**src/rtl/assert_macros.svh**
```systemverilog
// ----------------------------------------------------------------------------
// Assertion macros
// Clocked concurrent assertion wrappers used by the interpolator core. Under
// synthesis the macros expand to nothing.
// ----------------------------------------------------------------------------
`ifndef ASSERT_MACROS_SVH
`define ASSERT_MACROS_SVH

`ifndef SYNTHESIS
// Checked on every rising edge of clk, switched off while arst_n is low.
`define MBI_ASSERT(lbl, prop, msg) \
	lbl: assert property (@(posedge clk) disable iff (!arst_n) prop) else $error(msg);
// Checked on every rising edge of clk, reset included.
`define MBI_ASSERT_ALWAYS(lbl, prop, msg) \
	lbl: assert property (@(posedge clk) prop) else $error(msg);
`else
`define MBI_ASSERT(lbl, prop, msg)
`define MBI_ASSERT_ALWAYS(lbl, prop, msg)
`endif

`endif

```
**src/rtl/mbi_ram.sv**
```systemverilog
// ----------------------------------------------------------------------------
// mbi_ram
// Generic RAM with one write port and one read port; read data is
// registered, so it appears in the cycle after the address.
// ----------------------------------------------------------------------------
module mbi_ram #(
	parameter int WIDTH = 16,
	parameter int DEPTH = 16
) (
	input  logic                     clk,
	input  logic                     we,
	input  logic [$clog2(DEPTH)-1:0] waddr,
	input  logic [WIDTH-1:0]         wdata,
	input  logic [$clog2(DEPTH)-1:0] raddr,
	output logic [WIDTH-1:0]         rdata
);
	logic [WIDTH-1:0] mem [DEPTH];
	logic [WIDTH-1:0] rdata_q;

	always_ff @(posedge clk) begin
		if (we) begin
			mem[waddr] <= wdata;
		end
		rdata_q <= mem[raddr];
	end

	assign rdata = rdata_q;
endmodule

```
**config.mk**
```make
export PLATFORM = sky130hd
export DESIGN_NAME = mbi_ram
export DESIGN_NICKNAME = d
export VERILOG_FILES = /design/src/rtl/assert_macros.svh /design/src/rtl/mbi_ram.sv
export SDC_FILE = /design/constraint.sdc
export NUM_CORES = 1
export LEC_CHECK = 0
export BUFFER_PORTS_ARGS = -buffer_cell sky130_fd_sc_hd__buf_2
export CORE_MARGIN = 3
export CORE_UTILIZATION = 50
export CTS_BUF_LIST = sky130_fd_sc_hd__clkbuf_8
export CTS_CLUSTER_DIAMETER = 80
export DETAILED_ROUTE_END_ITERATION = 10
export PLACE_DENSITY = 0.74
export SLEW_MARGIN = 0
export SYNTH_ARGS = -nofsm -noshare
export SYNTH_HDL_FRONTEND = slang
export SYNTH_SLANG_ARGS = --single-unit
export TNS_END_PERCENT = 10
```
**constraint.sdc**
```tcl
create_clock -name clk -period 2.35 [get_ports clk]
set_input_delay 0.3525 -clock clk [delete_from_list [all_inputs] [get_ports clk]]
set_output_delay 0.3525 -clock clk [all_outputs]
set_load 0.03 [all_outputs]
```
* Word level (Yosys, flattened, before mapping) *
Memory sizes are Yosys's and may differ from the RTL's. A register that Yosys moved wholly into a read port is not among the register bits.
Index checks and enable logic that the tools add are counted.

storage, ports and cells
  memories = 1
  flip-flop bits (word level) = 0
  memory bits (writable) = 256
  logic and storage cells = 3
  output and inout port bits = 16

cells by class
  mux-type cells = 2

memory list
  name  words  bits a word  read ports  clocked after Yosys merged registers in  write ports  RTL line       text
  mem   16     16           1           1                                        1            mbi_ram.sv:17  logic [WIDTH-1:0] mem [DEPTH];

operator list
  cell     number
  $mux W1  2

* Depth between registers and ports, before layout *
  word-level depth = 2
  gate-level depth with buffers = 5

* Worst setup path before layout *
No wires, ideal clock.

  path type = input -> register
  start = input waddr[2]
  end = memory mem[0][0] (enable)
  stages on the path = 2
  arrival time = 1.998 ns
  setup time = 0.409 ns
  path slack = -0.058 ns
  cells stage by stage = or3b_2 > nor3_1

RTL lines
  element      RTL line       text
  from (decl)  mbi_ram.sv:12  input logic [$clog2(DEPTH)-1:0] waddr,
  to (decl)    mbi_ram.sv:17

Straight into the memory's write port.

* Worst setup path after layout *
  start = register rdata_q[9], in the netlist rdata[9], read port of mem
  end = output rdata[9]

RTL lines
  element      RTL line       text
  from (decl)  mbi_ram.sv:18  logic [WIDTH-1:0] rdata_q;
  to (decl)    mbi_ram.sv:15  output logic [WIDTH-1:0] rdata

No word-level cell between the ends.

==> results.md <==
* All-Layer GR Usage at 18.7%
* Max cap viols at 0
* Slew of the pin with the lowest slew margin at 0.416 ns
* Antenna violations before repair at 0
* Synth Area in Simple Gates at 1.92%
* Crit start category: flop
* Synth top cells by count: edfxtp_1 (256), mux4_2 (54), a22oi_1 (32)
* Sink Count at about 270
* H-tree lvl count at 2
* Remaining antenna violation count at 0
* Initial Util at 51.3%
* Netlist cell types at 19
* Synth Net Count at 458
* Syn Std Cell Area at 10,000 um2
* Fin crit period at 1.44 ns
* First-pass GRT wire length at 30,100 um
* Root Buffer: clkbuf_8
* Worst setup path start: rdata[9]
* Synth top area share at 76.5%
* Final hold viol count at 0
* Power Density at 829 nW/um2
* Sum Neg Setup Slack at 0 ns
* Worst Hold Class: input pin to flop
* Main area contributors after synthesis: edfxtp_1 (77%), mux4_2 (12%), dfxtp_1 (3.2%)
* Layout Nets at 545
* F_max at 0.694 GHz
* Most common flop cell mapped by yosys: edfxtp_1
* Mux contribution to synthesized area at 14.7%
* Wirelength per Cell at 24.1 um
* GPL Wtd Cong at roughly 0.71
* Worst Path Buf+Inv at 1
* Drt total wl at between 15,000 and 20,000 um
* Fin crit share at about three fifths
* Max FO, Critical Path at 1
* Worst Hold Path Cells at 1
* Hold buffer count at CTS at 0
* Total gr overflow at 0
* Largest net degree at the start of global routing at 65
* Most common cell in the netlist: edfxtp_1
* Post-CTS sizing at 0
* Slowest-stage cell, CP: dfxtp_1
* Crit-path cells: buf_2
* Utilization after layout at approximately three fifths
* Core Region at 19,600 um2
* Fin. max-slew vios at 0
* Ys Warns at 0
* Largest area contributor in the netlist: edfxtp_1
* Clk Latency, worst-skew pair at ~0.53 ns
* CP required at 2.00 ns
* Reg clk slew, reported paths at 0.06 ns
* Vias in the first global route at around 4,900
* Status: completed
* Number of remaining DRC errors at 0
* Synth Area in XOR/XNOR at 0%
* Compound-Gate Fraction of Synth Area at 2.39%
* Reg2reg path depth at 3
* Share of cells above drive strength 1 at 33.8%
* Vias per cell at 5.75
* Largest family of logic cells by synthesized area: multiplexers
* Crit path to: rdata[9]
* Slowest stage delay, CP at 0.36 ns
* WHS at 0.190 ns
* VDD IR max at 0.372 mV
* Register area share after synthesis at roughly 80%
* Tot Pwr at 0.00954 W
* Number of flops mapped to enable cells by yosys at 256
* CP delay by family, top: flip-flops
* Syn avg cell area at 23.2 um2
* Row count at 51
* Crit. path cell count at 1
* P_leak at 3.84 nW
* Via count at 4,685
* I/O pin count at 42
* Clk_skew at 0.0135 ns
* Synth Area in Adders at 0%
* Register bit total from synthesis at 272
* Async S/R FF share, synth at 0%
* Initial DRC count at about 420
* Port Buffer Count at a little over 40
* Mapped Cells at ~430
* Die Y at 148 um
* Slew headroom at between 70 and 80%
* CTS Buffer Depth at 3
* Final HPWL DP at 10,400 um
* Die W at 148 um
* CTS Buf Count at 41
* Die Area at approximately 22,000 um2
* Unrepaired setup endpoints after global routing: false
* Worst flop-to-flop path startpoint: mem[1][7]
* Layout area overhead at 14.5%
* Critical path endpoint category: output pin
* RR Endpoint: rdata[7]
* WS Path Type: flop to output pin
* R2R Setup Slk at between 1 and 1.5 ns
* CTS tree: built
* Endpoints failing setup at 0
* # diodes at 0
* Critical path arrival at ~1.1 ns
* Setup Buffers After CTS at 0
* 1st-pass router iterations at 5
## worst register-to-register path: cells and delay by family, from the launching register on
family / cells / cell delay, ns
AOI/OAI and AO/OA: 1 / 0.21
muxes: 1 / 0.53
DFF: 1 / 0.37
and+or+nand+nor: 1 / 0.08
## placed cells by master, fill, tap and decap left out
| cell | count |
|---|---|
| nor2_1 | 1 |
| clkinv_2 | 2 |
| inv_1 | 21 |
| nor3_2 | 4 |
| bufinv_16 | 1 |
| clkinv_1 | 3 |
| nand2_1 | 17 |
| dfxtp_1 | 16 |
| edfxtp_1 | 256 |
| and2_1 | 1 |
| nor2b_1 | 2 |
| buf_4 | 22 |
| clkinvlp_4 | 1 |
| buf_12 | 3 |
| or3b_2 | 1 |
| nor2_2 | 12 |
| mux4_2 | 54 |
| mux4_1 | 10 |
| nand2b_1 | 2 |
| clkbuf_8 | 46 |
| nand3b_1 | 2 |
| nand3_1 | 1 |
| buf_2 | 40 |
| a22oi_1 | 32 |
## cells by family (layout without fill, tap and decap cells)
logic type	Yosys count	count (layout)
flip-flops	272	272
AO/OA/AOI/OAI	32	32
buffers and inverters	21	139
AND/OR/NAND/NOR	43	43
multiplexers	64	64
## stage by stage
| stage | instances | worst slack (ns) | cell area, um2 |
|---|---|---|---|
| floorplan | 432 | 0.243 | 10000 |
| global placement | 741 | 0.597 | 10700 |
| detailed placement | 741 | 0.547 | 10700 |
| CTS | 815 | 0.885 | 11500 |
| global route | 815 | 0.857 | 11500 |
| finish | 815 | 0.909 | 11500 |
## registers in the layout, summed over array words and instances, names as in the netlist
signal  cells
rdata      16
mem       256
## area by class of cell
cell class / instances / area (um2)
Clock buffer: 46 / 633
Clock inverter: 28 / 138
Fill cell: 1345 / 8090
Multi-Input combinational cell: 139 / 1960
Sequential cell: 272 / 8010
Tap cell: 265 / 332
Timing Repair Buffer: 65 / 425
## routing by layer
layer / wire (um) / vias to the layer above / global-route usage, %
met3: 1730 / 40 / 5.30
met1: 8230 / 2444 / 27.6
met4: 468 / 0 / 5.45
li1: - / 2015 / -
met2: 9190 / 186 / 27.7
met5: 0 / - / 0
## worst min path at each step
stage,startpoint,end,slack [ns]
3_3_place_gp,mem[15][6],rdata[6],0.65
3_5_place_dp,mem[12][2],rdata[2],0.66
4_1_cts,wdata[1],mem[13][1],0.16
6_report,wdata[6],mem[9][6],0.19
5_1_grt,wdata[13],mem[5][13],0.18
2_1_floorplan,wdata[0],mem[0][0],0.45
## where the power goes
part / internal [W] / leakage (nW) / switching [W]
combinational: 0.000206 / 0.927 / 0.000324
clock: 0.00190 / 0.469 / 0.00165
sequential: 0.00542 / 2.45 / 0.0000321
Power figures use the tool's default switching activity.
