==> src/rtl/assert_macros.svh <==
// ----------------------------------------------------------------------------
// Assertion macros
// Clocked concurrent assertion wrappers used by the interpolator core. Under
// synthesis the macros expand to nothing.
// ----------------------------------------------------------------------------
`ifndef ASSERT_MACROS_SVH
`define ASSERT_MACROS_SVH

`ifndef SYNTHESIS
// Checked on every rising edge of clk, switched off while arst_n is low.
`define MBI_ASSERT(lbl, prop, msg) \
	lbl: assert property (@(posedge clk) disable iff (!arst_n) prop) else $error(msg);
// Checked on every rising edge of clk, reset included.
`define MBI_ASSERT_ALWAYS(lbl, prop, msg) \
	lbl: assert property (@(posedge clk) prop) else $error(msg);
`else
`define MBI_ASSERT(lbl, prop, msg)
`define MBI_ASSERT_ALWAYS(lbl, prop, msg)
`endif

`endif

==> src/rtl/mbi_pkg.sv <==
// ----------------------------------------------------------------------------
// mbi_pkg
// Beat layouts, command codes and fixed arithmetic widths of the bilinear
// map interpolator.
// ----------------------------------------------------------------------------
package mbi_pkg;

	typedef enum logic [1:0] {
		CMD_LOOKUP  = 2'd0,
		CMD_WR_CELL = 2'd1,
		CMD_WR_COL  = 2'd2,
		CMD_WR_ROW  = 2'd3
	} cmd_t;

	localparam logic STATUS_LOOKUP = 1'b0;
	localparam logic STATUS_WRITE  = 1'b1;

	localparam int VALUE_W  = 16;
	localparam int COORD_W  = 16;
	// Difference of two unsigned coordinates.
	localparam int DIFF_W   = COORD_W + 1;
	// Product of two differences, magnitude below 2**32.
	localparam int WEIGHT_W = 33;
	// Cell times weight, magnitude at most 2**47.
	localparam int PROD_W   = 48;
	// Sum of four products, room left for negation.
	localparam int NUM_W    = 51;
	// Magnitude of the cell area.
	localparam int DEN_W    = 32;
	// Quotient bits resolved by the divider before saturation.
	localparam int QUOT_W   = 17;

	typedef struct packed {
		cmd_t                 cmd;
		logic [1:0]           map_select;
		logic [3:0]           row_index;
		logic [3:0]           col_index;
		logic [VALUE_W-1:0]   write_value;
		logic [COORD_W-1:0]   x_coord;
		logic [COORD_W-1:0]   y_coord;
	} item_t;

	typedef struct packed {
		logic signed [VALUE_W-1:0] interp_value;
		logic                      status;
	} result_t;

	typedef struct packed {
		logic                    start;
		logic signed [NUM_W-1:0] num;
		logic [DEN_W-1:0]        den;
	} div_req_t;

	typedef struct packed {
		logic                      done;
		logic signed [VALUE_W-1:0] quot;
	} div_rsp_t;

endpackage

==> src/rtl/mbi_div.sv <==
// ----------------------------------------------------------------------------
// mbi_div
// Restoring divider for the blend: floors a signed numerator by a positive
// area, one quotient bit per cycle, and saturates the result to Q8.8.
// ----------------------------------------------------------------------------
module mbi_div (
	input  logic              clk,
	input  logic              arst_n,
	input  mbi_pkg::div_req_t req,
	output mbi_pkg::div_rsp_t rsp
);
	localparam int MAG_W = mbi_pkg::NUM_W;
	localparam int QW    = mbi_pkg::QUOT_W;
	localparam int CNT_W = $clog2(QW);
	localparam int SW    = QW + 2;
	localparam int VW    = mbi_pkg::VALUE_W;

	localparam logic signed [SW-1:0] SAT_HI = SW'(32767);
	localparam logic signed [SW-1:0] SAT_LO = SW'(-32768);
	localparam logic signed [VW-1:0] VAL_HI = VW'(32767);
	localparam logic signed [VW-1:0] VAL_LO = VW'(-32768);

	typedef enum logic [2:0] {
		D_IDLE = 3'b001,
		D_RUN  = 3'b010,
		D_FIN  = 3'b100
	} dstate_t;

	dstate_t           state_q;
	logic [CNT_W-1:0]  cnt_q;
	logic              neg_q;
	logic              over_q;
	logic [MAG_W-1:0]  rem_q;
	logic [MAG_W-1:0]  dsh_q;
	logic [QW-1:0]     quo_q;

	logic signed [MAG_W-1:0] num_s;
	logic [MAG_W-1:0]        mag;
	logic [MAG_W-1:0]        den_top;
	logic                    fits;
	logic [SW-1:0]           q_ext;
	logic [SW-1:0]           q_up;
	logic signed [SW-1:0]    sval;
	logic signed [VW-1:0]    sat_val;

	assign num_s   = $signed(req.num);
	assign mag     = num_s[MAG_W-1] ? MAG_W'(-num_s) : MAG_W'(num_s);
	// A quotient of 2**17 or more saturates whatever its sign.
	assign den_top = MAG_W'(req.den) << QW;
	assign fits    = rem_q >= dsh_q;

	// Floor: a negative quotient with a remainder rounds one step further down.
	assign q_ext = SW'(quo_q);
	assign q_up  = q_ext + SW'(rem_q != '0);
	assign sval  = neg_q ? -$signed(q_up) : $signed(q_ext);

	always_comb begin
		if (over_q) begin
			sat_val = neg_q ? VAL_LO : VAL_HI;
		end else if (sval > SAT_HI) begin
			sat_val = VAL_HI;
		end else if (sval < SAT_LO) begin
			sat_val = VAL_LO;
		end else begin
			sat_val = VW'(sval);
		end
	end

	always_ff @(posedge clk or negedge arst_n) begin
		if (!arst_n) begin
			state_q <= D_IDLE;
			cnt_q   <= '0;
		end else begin
			unique case (state_q)
				D_IDLE: begin
					if (req.start) begin
						cnt_q   <= CNT_W'(QW - 1);
						state_q <= (mag >= den_top) ? D_FIN : D_RUN;
					end
				end
				D_RUN: begin
					cnt_q <= cnt_q - CNT_W'(1);
					if (cnt_q == '0) begin
						state_q <= D_FIN;
					end
				end
				D_FIN: begin
					state_q <= D_IDLE;
				end
				default: begin
					state_q <= D_IDLE;
				end
			endcase
		end
	end

	always_ff @(posedge clk) begin
		if (state_q == D_IDLE && req.start) begin
			neg_q  <= num_s[MAG_W-1];
			over_q <= mag >= den_top;
			rem_q  <= mag;
			dsh_q  <= MAG_W'(req.den) << (QW - 1);
			quo_q  <= '0;
		end else if (state_q == D_RUN) begin
			if (fits) begin
				rem_q <= rem_q - dsh_q;
			end
			quo_q <= {quo_q[QW-2:0], fits};
			dsh_q <= dsh_q >> 1;
		end
	end

	assign rsp.done = state_q == D_FIN;
	assign rsp.quot = sat_val;
endmodule

==> config.mk <==
export PLATFORM = sky130hd
export DESIGN_NAME = mbi_div
export DESIGN_NICKNAME = d
export VERILOG_FILES = /design/src/rtl/assert_macros.svh /design/src/rtl/mbi_pkg.sv /design/src/rtl/mbi_div.sv
export SDC_FILE = /design/constraint.sdc
export NUM_CORES = 1
export LEC_CHECK = 0
export BUFFER_PORTS_ARGS = -buffer_cell sky130_fd_sc_hd__buf_2
export CORE_UTILIZATION = 35
export CTS_CLUSTER_SIZE = 25
export DETAILED_ROUTE_END_ITERATION = 8
export MAX_ROUTING_LAYER = met4
export PLACE_DENSITY_LB_ADDON = 0.3
export SYNTH_ARGS = -nofsm -noshare
export SYNTH_HDL_FRONTEND = slang
export SYNTH_SLANG_ARGS = --single-unit
==> constraint.sdc <==
create_clock -name clk -period 5.2 [get_ports clk]
set_clock_uncertainty 0.15 [all_clocks]
set_input_delay 1.3 -clock clk [delete_from_list [all_inputs] [get_ports clk]]
set_output_delay 1.3 -clock clk [all_outputs]
set_load 0.02 [all_outputs]
---- Yosys cells after proc, flatten, opt, wreduce, memory -nomap -nowiden ----
Index checks and enable logic that the tools add are counted.
storage, ports and cells
  register bits ........................... 126
  bits of input ports ..................... 86
  output and inout port bits .............. 17
  word-level logic and storage cells ...... 48
operators by class
  add/subtract/negate cells ............... 5
  magnitude comparators ................... 4
  equality and inequality tests ........... 5
  mux-type cells .......................... 17
  reductions and logical operators ........ 9
operators with widths
  kind                  number
  $mux 51               4
  $mux 48               2
  $mux 16               4
  $ge 51x48->1          1
  $ge 51x49->1          1
  $neg 51->51           1
  $reduce_bool 51->1    1
  $sub 51x48->51        1
  $gt 19x16->1 const B  1
  $lt 19x16->1 const B  1
  $mux 19               1
  $neg 18->19           1
  $add 17x1->18         1
  $pmux 5 s2            1
  $mux 3                3
  $pmux 3 s2            1
  $reduce_and 2->1      3
  $reduce_bool 2->1     3
  $logic_not 5->1       1
  $mux 5                1
  $sub 5x1->5 const B   1
  $ne 2x2->1 const B    2
  $eq 3x1->1 const B    1
  $eq 3x2->1 const B    1
  other kinds (2)       2

---- Longest topological paths before layout ----
Gate-level depths: netlist (run 1).
  depth after elaboration ................. 8
  depth in mapped cells ................... 19
  depth with buffers taken out ............ 17

---- Worst setup path after synthesis (run 1) ----
No wires, ideal clock.
  path type ............................... input to register
  from .................................... in req[38] in the netlist's numbering
  to ...................................... reg state_q[2]
  setup time .............................. 0.121 ns
  arrival ................................. 5.021 ns
  data required time ...................... 4.929 ns
  slack ................................... -0.092 ns
  cell stages on the path ................. 17
  path buffers ............................ 0
  cells stage by stage .................... or4_4 > or4_4 > or2_1 > nor3_1 > nand2_1 > o31ai_1 > xnor2_1 > ha_1 > a21o_1 > a21o_1 > a21oi_1 > o21ai_0 > a221oi_1 > nor2b_1 > o41ai_1 > nand2_1 > a22o_1
between the ends
  word-level cells in the longest chain between the ends .. 6
ends and longest elaborated chain
  what                  line           source
  start, declared       mbi_div.sv:9   input mbi_pkg::div_req_t req,
  $neg 51->51           mbi_div.sv:47  assign mag = num_s[MAG_W-1] ? MAG_W'(-num_s) : MAG_W'(num_s);
  $mux 51 *             mbi_div.sv:47
  $ge 51x49->1 *        mbi_div.sv:78  state_q <= (mag >= den_top) ? D_FIN : D_RUN;
  $mux 3 *              mbi_div.sv:78
  $mux 3 *              mbi_div.sv:76  if (req.start) begin
  $pmux 3 s2 *          mbi_div.sv:74  unique case (state_q)
  end signal, assigned  mbi_div.sv:78
  end, declared         mbi_div.sv:29  dstate_t state_q;
Mark *: on every way between the ends. The rest lies on a longest branch, timed or not. The select of a mux whose other input is x is not followed.
A chain may end at the register's enable or synchronous reset.

==> impl_metrics.env, run 1 <==
export IMPL_setup_ws_ps=-698
export IMPL_arrival_ps=4450
export IMPL_max_freq_ghz=0.170
export IMPL_setup_viol=16
export IMPL_worst_setup_path_type="reg2out"
export IMPL_drtIter0Drc=897
export IMPL_critPathMaxFanout=8
export IMPL_initial_core_util=0.356
export IMPL_multi_input_area_um2=7170
export IMPL_synth_area_per_cell_um2=8.15
export IMPL_maxCapViolations=0
export IMPL_clockBufferDepth=2
export IMPL_maxSlewViolCount=0
export IMPL_fin_hold_ws_ps=309
export IMPL_route_detailed_drc=1
export IMPL_min_period_ps=5900
export IMPL_synth_edf_count=85
export IMPL_hold_class="reg2reg"
export IMPL_ys_seq_elements=126
export IMPL_worst_ep_required_time_ps=3750
export IMPL_grt_pass1_vias=10156
export IMPL_wl_met1_um=16100
export IMPL_cts_tree="done"
export IMPL_clkLatencyLatePin_ps=440
export IMPL_antenna_found_initial=3
export IMPL_layout_drive_gt1_share=0.234
export IMPL_peakVddDrop_v=0.000226
export IMPL_nFillCells=2990
export IMPL_first_pass_iters=7
export IMPL_p_total_mw=7.41
export IMPL_syn_cell_area_um2=10800
export IMPL_cts_root_buf="clkbuf_16"
export IMPL_outcome="finished with violations"
export IMPL_synth_cell_types=69
export IMPL_io_pins=103
export IMPL_critPathCaptureType="output port"
export IMPL_viasPerCell=5.44
export IMPL_register_area_um2=3410
export IMPL_placed_cell_area_um2=12800
export IMPL_async_flop_share=0.0635
export IMPL_rows=64
export IMPL_slew_headroom=0.434
export IMPL_violations="design-rule violations, negative setup slack"
export IMPL_fp_coreArea_um2=30500
export IMPL_cts_buffers=17
export IMPL_final_cell_area_um2=14000
export IMPL_tightest_slew_ps=828
export IMPL_dr_total_vias=10708
export IMPL_die_width_um=178
export IMPL_synthToLayoutAreaGrowth_pct=28.8
export IMPL_dp_final_hpwl_um=25800
export IMPL_grt_max_degree=69
export IMPL_htree_levels=4
export IMPL_min_from="dsh_q[0]"
export IMPL_whs_path_depth=2
export IMPL_rsz0062_at_grt="yes"
export IMPL_grt_overflow=0
export IMPL_routed_top_layer="met4"
export IMPL_route_met3_wl_um=1820
export IMPL_wl_met2_um=15500
export IMPL_cp_start_kind="register"
export IMPL_hold_violations=0
export IMPL_die_area_um2=31700
export IMPL_clkTransAtPathRegs_ps=70
export IMPL_place_gp_congestion=0.918
export IMPL_reg2regPathDepth=13
export IMPL_final_common_cell="buf_4"
export IMPL_grtUsageTotal=0.224
export IMPL_ant_nets=0
export IMPL_port_buffers=102
export IMPL_fin_nets=1748
export IMPL_die_height_um=178
export IMPL_yosys_warnings=0
export IMPL_p_leak_nw=5.95
export IMPL_routed_wl_um=34200
export IMPL_wl_per_cell_um=17.4
export IMPL_r2r_end="rem_q[2]"
export IMPL_yosys_most_used_dff="edfxtp_1"
export IMPL_syn_nets=1522
export IMPL_hold_buffers=0
export IMPL_rrSetupSlack_ps=530
export IMPL_yosysSeqAreaShare=0.315
export IMPL_clock_sinks=126
export IMPL_rr_startpoint="rem_q[10]"
export IMPL_syn_instance_count=1332
export IMPL_fin_crit_sh=1.13
export IMPL_min_to="dsh_q[0]"
export IMPL_pwr_density_cell_nw_per_um2=531
export IMPL_grt_first_pass_wirelength_um=53400
export IMPL_layout_common_cells="buf_4, nand2_1, a21oi_1"
how the worst max path moves through the flow:
| stage | slack [ps] | to | depth (start not counted) | from |
|---|---|---|---|---|
| 6_report | -700 | rsp[7] | 20 | rem_q[36] |
| 5_1_grt | -900 | rsp[7] | 21 | rem_q[36] |
| 4_1_cts | -560 | rsp[1] | 20 | rem_q[44] |
| 3_5_place_dp | -690 | rsp[11] | 21 | rem_q[36] |
| 3_3_place_gp | -610 | rsp[11] | 21 | rem_q[36] |
| 2_1_floorplan | -8 | state_q[2] | 17 | req[38] |
repair_timing:
action	in CTS	in global routing
pin swaps	29	26
gates resized for setup	65	30
setup buffers	8	5
setup endpoints to repair	19	19
gates cloned	1	1
power by group:
part	total (mW)	internal [mW]	switching [mW]
clock network	1.21	0.669	0.541
logic	4.38	1.84	2.54
registers	1.82	1.61	0.213
total	7.41	4.12	3.29
metrics by stage:
step | setup TNS [ps] | util | instances | worst slack, ps
2_1_floorplan | -7.59 | - | 1332 | -7.59
3_3_place_gp | -10100 | 0.421 | 1921 | -606
3_5_place_dp | -11320 | 0.421 | 1921 | -688
4_1_cts | -8240 | 0.452 | 1961 | -563
5_1_grt | -13620 | 0.458 | 1970 | -896
6_report | -10200 | 0.458 | 1970 | -698
per-layer routing:
metal	vias up	track usage
li1	5284	-
met1	5046	0.298
met2	331	0.346
met3	47	0.0343
met4	0	0.0712
met5	-	-
sequential cells by signal, indices dropped and copies added, names as in the netlist:
register	flops
cnt_q	5
dsh_q	48
neg_q	1
over_q	1
quo_q	17
rem_q	51
state_q	3
Yosys cell counts (all sizes together) (3+ instances only):
master,n,area share
nor2,95,0.033
o211ai,7,0.0048
dfxtp,33,0.061
or4,9,0.0073
a221oi,7,0.0057
o21bai,8,0.0055
nand2,144,0.050
buf,5,0.0017
inv,123,0.043
nor2b,10,0.0058
ha,103,0.12
o31ai,21,0.015
nand3b,3,0.0021
nor4,21,0.013
a2111oi,4,0.0033
dfrtp,7,0.016
nor3b,3,0.0021
o2111ai,4,0.0032
nand4,22,0.013
xnor2,66,0.053
nand2b,10,0.0058
xor2,43,0.035
a21oi,128,0.059
or2,4,0.0023
edfxtp,85,0.24
o21a,12,0.0083
o41ai,8,0.0065
o21ai,82,0.038
and3,5,0.0029
o221ai,16,0.013
or3,7,0.0040
nor3,24,0.011
a31oi,11,0.0063
mux2i,3,0.0028
and2,8,0.0046
o22ai,34,0.020
nand3,23,0.011
a211oi,6,0.0042
clkbuf,55,0.019
a21o,47,0.033
critical path, stage by stage (launching register included):
cell	delay (ps)
edfxtp_1	440
nor4_4	340
buf_4	160
nand4_1	190
nor4_4	400
ha_4	210
ha_4	130
inv_2	40
ha_4	160
o21bai_4	160
a221oi_4	90
nor3_2	170
o2111ai_1	160
a21oi_1	190
nor2_2	80
xnor2_1	190
a32oi_1	120
or2_1	270
buf_6	170
o221ai_2	170
buf_4	170
cells by family (layout without fill, tap and decap cells):
group,Yosys count,in the layout,synth area share
and+or+nand+nor,393,393,0.171
xor gates and xnor gates,109,109,0.0880
other,0,3,0
muxes,3,3,0.00277
buffers and inverters,184,423,0.0637
AOI/OAI and AO/OA,413,413,0.240
adders and majority gates,104,104,0.121
DFF,126,126,0.315
final cells by class:
cell class / instances / area share
Clock inverter: 13 / 0.00815
Timing Repair Buffer: 267 / 0.131
Sequential cell: 126 / 0.244
Tap cell: 396 / 0.0355
Inverter: 124 / 0.0333
Antenna cell: 3 / 0.000537
Clock buffer: 19 / 0.0332
Multi-Input combinational cell: 1022 / 0.514
No activity file was read; power rests on OpenSTA's default activity.
==> inputs of run 2 (changes only) <==
--- a/config.mk
+++ b/config.mk
@@ -6,11 +6,13 @@
 export NUM_CORES = 1
 export LEC_CHECK = 0
 export BUFFER_PORTS_ARGS = -buffer_cell sky130_fd_sc_hd__buf_2
+export CORE_MARGIN = 5
 export CORE_UTILIZATION = 35
 export CTS_CLUSTER_SIZE = 25
 export DETAILED_ROUTE_END_ITERATION = 8
 export MAX_ROUTING_LAYER = met4
 export PLACE_DENSITY_LB_ADDON = 0.3
+export SKIP_CTS_REPAIR_TIMING = 1
 export SYNTH_ARGS = -nofsm -noshare
 export SYNTH_HDL_FRONTEND = slang
 export SYNTH_SLANG_ARGS = --single-unit
==> impl_metrics.env, run 2 (synthesis results as in run 1) <==
export IMPL_slew_headroom=0.346
export IMPL_top_regs="rem_q: 51 flops, dsh_q: 48 flops, quo_q: 17 flops"
export IMPL_die_area_um2=34600
export IMPL_cts_tree="done"
export IMPL_layout_drive_gt1_share=0.229
export IMPL_die_width_um=186
export IMPL_cts_buffers=17
export IMPL_min_period_ps=5810
export IMPL_rr_startpoint="rem_q[10]"
export IMPL_worst_setup_path_type="reg2out"
export IMPL_dr_total_vias=10705
export IMPL_fp_coreArea_um2=30600
export IMPL_initial_core_util=0.355
export IMPL_antenna_found_initial=1
export IMPL_cts_root_buf="clkbuf_16"
export IMPL_arrival_ps=4360
export IMPL_grtUsageTotal=0.201
export IMPL_setup_tns_final_ps=-8820
export IMPL_layout_common_cells="buf_4, nand2_1, a21oi_1"
export IMPL_clockBufferDepth=2
export IMPL_clkTransAtPathRegs_ps=60
export IMPL_first_pass_iters=5
export IMPL_drtIter0Drc=836
export IMPL_rsz0062_at_grt="yes"
export IMPL_route_detailed_drc=0
export IMPL_hold_class="reg2reg"
export IMPL_whs_path_depth=2
export IMPL_rows=64
export IMPL_pwr_density_cell_nw_per_um2=532
export IMPL_grt_pass1_vias=10206
export IMPL_port_buffers=102
export IMPL_wl_per_cell_um=17.7
export IMPL_max_freq_ghz=0.172
export IMPL_p_leak_nw=5.88
export IMPL_grt_busiest_layer="met2"
export IMPL_tightest_slew_ps=957
export IMPL_met2_usage=0.311
export IMPL_final_common_cell="buf_4"
export IMPL_outcome="finished with violations"
export IMPL_violations="negative setup slack"
export IMPL_min_from="dsh_q[2]"
export IMPL_viasPerCell=5.46
export IMPL_r2r_end="rem_q[0]"
export IMPL_cp_start_kind="register"
export IMPL_routed_wl_um=34800
export IMPL_maxSlewViolCount=0
export IMPL_regMostFlops="rem_q"
export IMPL_maxCapViolations=0
export IMPL_met3_usage=0.0272
export IMPL_htree_levels=4
export IMPL_dp_final_hpwl_um=26500
export IMPL_die_height_um=186
export IMPL_rrSetupSlack_ps=450
export IMPL_worst_ep_required_time_ps=3750
export IMPL_peakVddDrop_v=0.000255
export IMPL_hold_violations=0
export IMPL_critPathCaptureType="output port"
export IMPL_fin_nets=1742
export IMPL_ant_nets=0
export IMPL_gr_usage_met1=0.279
export IMPL_clock_sinks=126
export IMPL_setup_viol=16
export IMPL_reg2regPathDepth=13
export IMPL_fin_hold_ws_ps=323
export IMPL_grt_max_degree=81
export IMPL_setup_ws_ps=-613
export IMPL_io_pins=103
export IMPL_clkLatencyLatePin_ps=440
export IMPL_critPathMaxFanout=8
export IMPL_place_gp_congestion=0.960
export IMPL_synthToLayoutAreaGrowth_pct=27.9
export IMPL_fin_util=0.454
export IMPL_grt_overflow=0
export IMPL_min_to="dsh_q[2]"
export IMPL_grt_first_pass_wirelength_um=54000
export IMPL_fin_crit_sh=1.12
export IMPL_largest_reg_flops=51
==> run 2: critical path, cell delays in order (launching register included) <==
cell and delay [ps]:
edfxtp_1 400, nor4_1 400, nand3_1 270, nor4_4 390, ha_4 200, ha_4 140
inv_2 40, ha_4 160, o21bai_4 160, a221oi_4 90, nor3_2 240, o2111ai_1 130
a21oi_1 190, nor2_2 80, a21oi_1 130, a31oi_1 70, o31ai_2 310, buf_4 250
o221ai_2 120, buf_4 170
==> run 2: worst max-delay path by stage <==
stage	start	end	depth (start not counted)
2_1_floorplan	req[38]	state_q[2]	17
3_3_place_gp	rem_q[36]	rsp[14]	21
3_5_place_dp	req[38]	state_q[2]	15
4_1_cts	rem_q[36]	rsp[11]	21
5_1_grt	rem_q[44]	rsp[0]	20
6_report	rem_q[25]	rsp[0]	19
==> run 2: layout make-up <==
| class | instances | area (um^2) |
|---|---|---|
| Antenna cell | 1 | 2.50 |
| Clock buffer | 19 | 464 |
| Clock inverter | 13 | 116 |
| Fill cell | 3043 | 16700 |
| Inverter | 124 | 465 |
| Multi-Input combinational cell | 1022 | 7140 |
| Sequential cell | 126 | 3410 |
| Tap cell | 396 | 495 |
| Timing Repair Buffer | 261 | 1780 |
==> run 2: metrics by stage <==
stage	cells	worst slack, ps	cell area (um^2)	power [mW]
2_1_floorplan	1332	-7.59	10900	4.69
3_3_place_gp	1920	-527	12800	5.97
3_5_place_dp	1920	-583	12800	6.00
4_1_cts	1952	-958	13400	7.25
5_1_grt	1962	-869	13900	7.92
6_report	1962	-613	13900	7.38
==> run 2: power breakdown <==
group	switching [mW]	internal (mW)
Combinational	2.54	1.83
Clock	0.535	0.670
Sequential	0.201	1.61
Total	3.27	4.11
==> run 2: per-layer routing <==
| layer | share of wire | up-vias | routed length [um] |
|---|---|---|---|
| met2 | 0.46 | 331 | 15900 |
| met1 | 0.46 | 5051 | 16000 |
| met3 | 0.060 | 36 | 2100 |
| li1 | - | 5287 | - |
| met4 | 0.020 | 0 | 713 |
| met5 | 0 | - | 0 |
==> inputs of run 3 (changes only) <==
==> constraint.sdc (replaced) <==
create_clock -name clk -period 6.8 [get_ports clk]
set_clock_uncertainty 0.15 [all_clocks]
set_input_delay 1.7 -clock clk [delete_from_list [all_inputs] [get_ports clk]]
set_output_delay 1.7 -clock clk [all_outputs]
set_load 0.02 [all_outputs]
==> impl_metrics.env, run 3 (synthesis results as in run 1) <==
export IMPL_grtUsageTotal=0.197
export IMPL_clkLatencyLatePin_ps=430
export IMPL_slew_headroom=0.369
export IMPL_dp_final_hpwl_um=25400
export IMPL_die_height_um=186
export IMPL_grt_first_pass_wirelength_um=52500
export IMPL_rr_startpoint="rem_q[11]"
export IMPL_p_leak_nw=5.12
export IMPL_tightest_slew_ps=945
export IMPL_fin_hold_ws_ps=312
export IMPL_fin_nets=1601
export IMPL_whs_path_depth=2
export IMPL_worst_ep_required_time_ps=4950
export IMPL_clkTransAtPathRegs_ps=60
export IMPL_first_pass_iters=5
export IMPL_max_freq_ghz=0.156
export IMPL_worst_setup_path_type="reg2out"
export IMPL_layout_common_cells="nand2_1, a21oi_1, inv_1"
export IMPL_grt_pass1_vias=9840
export IMPL_critPathMaxFanout=15
export IMPL_hold_violations=0
export IMPL_wl_per_cell_um=18.2
export IMPL_port_buffers=102
export IMPL_min_period_ps=6400
export IMPL_clock_sinks=126
export IMPL_outcome="finished, final reports clean"
export IMPL_clockBufferDepth=2
export IMPL_routed_wl_um=33200
export IMPL_critPathLaunch="rem_q[36]"
export IMPL_critPathCaptureType="output port"
export IMPL_grt_overflow=0
export IMPL_top_regs="rem_q: 51 flops, dsh_q: 48 flops, quo_q: 17 flops"
export IMPL_cp_start_kind="register"
export IMPL_die_area_um2=34600
export IMPL_maxSlewViolCount=0
export IMPL_rrSetupSlack_ps=1640
export IMPL_peakVddDrop_v=0.000198
export IMPL_setup_viol=0
export IMPL_antenna_found_initial=4
export IMPL_grt_max_degree=70
export IMPL_setup_worst_path_end="rsp[11]"
export IMPL_fin_crit_sh=0.941
export IMPL_arrival_ps=4550
export IMPL_io_pins=103
export IMPL_drtIter0Drc=880
export IMPL_htree_levels=4
export IMPL_maxCapViolations=0
export IMPL_regMostFlops="rem_q"
export IMPL_cts_tree="done"
export IMPL_synthToLayoutAreaGrowth_pct=14.7
export IMPL_r2r_end="rem_q[0]"
export IMPL_viasPerCell=5.57
export IMPL_cts_root_buf="clkbuf_16"
export IMPL_place_gp_congestion=0.987
export IMPL_rsz0062_at_grt="no"
export IMPL_die_width_um=186
export IMPL_ant_nets=0
export IMPL_fp_coreArea_um2=30600
export IMPL_setup_tns_final_ps=0
export IMPL_largest_reg_flops=51
export IMPL_initial_core_util=0.355
export IMPL_cts_buffers=17
export IMPL_reg2regPathDepth=12
export IMPL_route_detailed_drc=0
export IMPL_pwr_density_cell_nw_per_um2=431
export IMPL_layout_drive_gt1_share=0.117
export IMPL_dr_total_vias=10166
export IMPL_final_common_cell="nand2_1"
export IMPL_rows=64
export IMPL_hold_class="reg2reg"
-- run 3: worst min-delay path by stage --
stage	startpoint	endpoint	slack [ps]
after floorplan	dsh_q[0]	dsh_q[0]	290
after global placement	dsh_q[0]	dsh_q[0]	300
after detailed placement	dsh_q[0]	dsh_q[0]	310
after CTS	dsh_q[0]	dsh_q[0]	320
after global routing	dsh_q[4]	dsh_q[4]	340
final	dsh_q[0]	dsh_q[0]	310
-- run 3: per-stage QoR --
stage                     area, um^2  power, mW  setup slack [ps]  instances  utilization
after CTS                      12400       5.33              -225       1820        0.406
final                          12400       5.37               399       1824        0.407
after global placement         11800       4.32               392       1788        0.385
after floorplan                10800       3.59              1110       1332            -
after global routing           12400       5.75              73.6       1824        0.407
after detailed placement       11800       4.33               232       1788        0.385
-- run 3: critical path: stages (launching register included) --
cell,delay [ps]
edfxtp_1,410
nor4_1,400
nand4_1,290
nor4_2,350
buf_4,160
ha_1,130
ha_1,160
inv_1,50
ha_1,190
o21bai_1,220
a221oi_1,170
nor3_2,190
o2111ai_1,150
a21oi_1,150
nor2_1,90
xnor2_1,160
a32oi_1,120
or2_4,310
o221ai_1,210
buf_2,200
-- run 3: layer usage --
metal	vias up	part of all wire	global-route usage	wire, um
li1	4990	-	-	-
met1	4791	0.48	0.276	15800
met2	329	0.44	0.294	14500
met3	56	0.062	0.0285	2070
met4	0	0.024	0.0656	808
met5	-	0	-	0
-- run 3: cell type report --
| type | count | area [um^2] |
|---|---|---|
| fillers | 3161 | 18100 |
| multi-input cells | 1022 | 6790 |
| flip-flops and latches | 126 | 3410 |
| repair buffers | 120 | 646 |
| clock buffers | 23 | 532 |
| well taps | 396 | 495 |
| inverters | 124 | 465 |
| clock inverters | 9 | 88.8 |
| diodes | 4 | 10.0 |
-- run 3: power by group --
group / internal [mW] / switching (mW)
Clock: 0.593 / 0.380
Sequential: 1.23 / 0.162
Combinational: 1.16 / 1.84
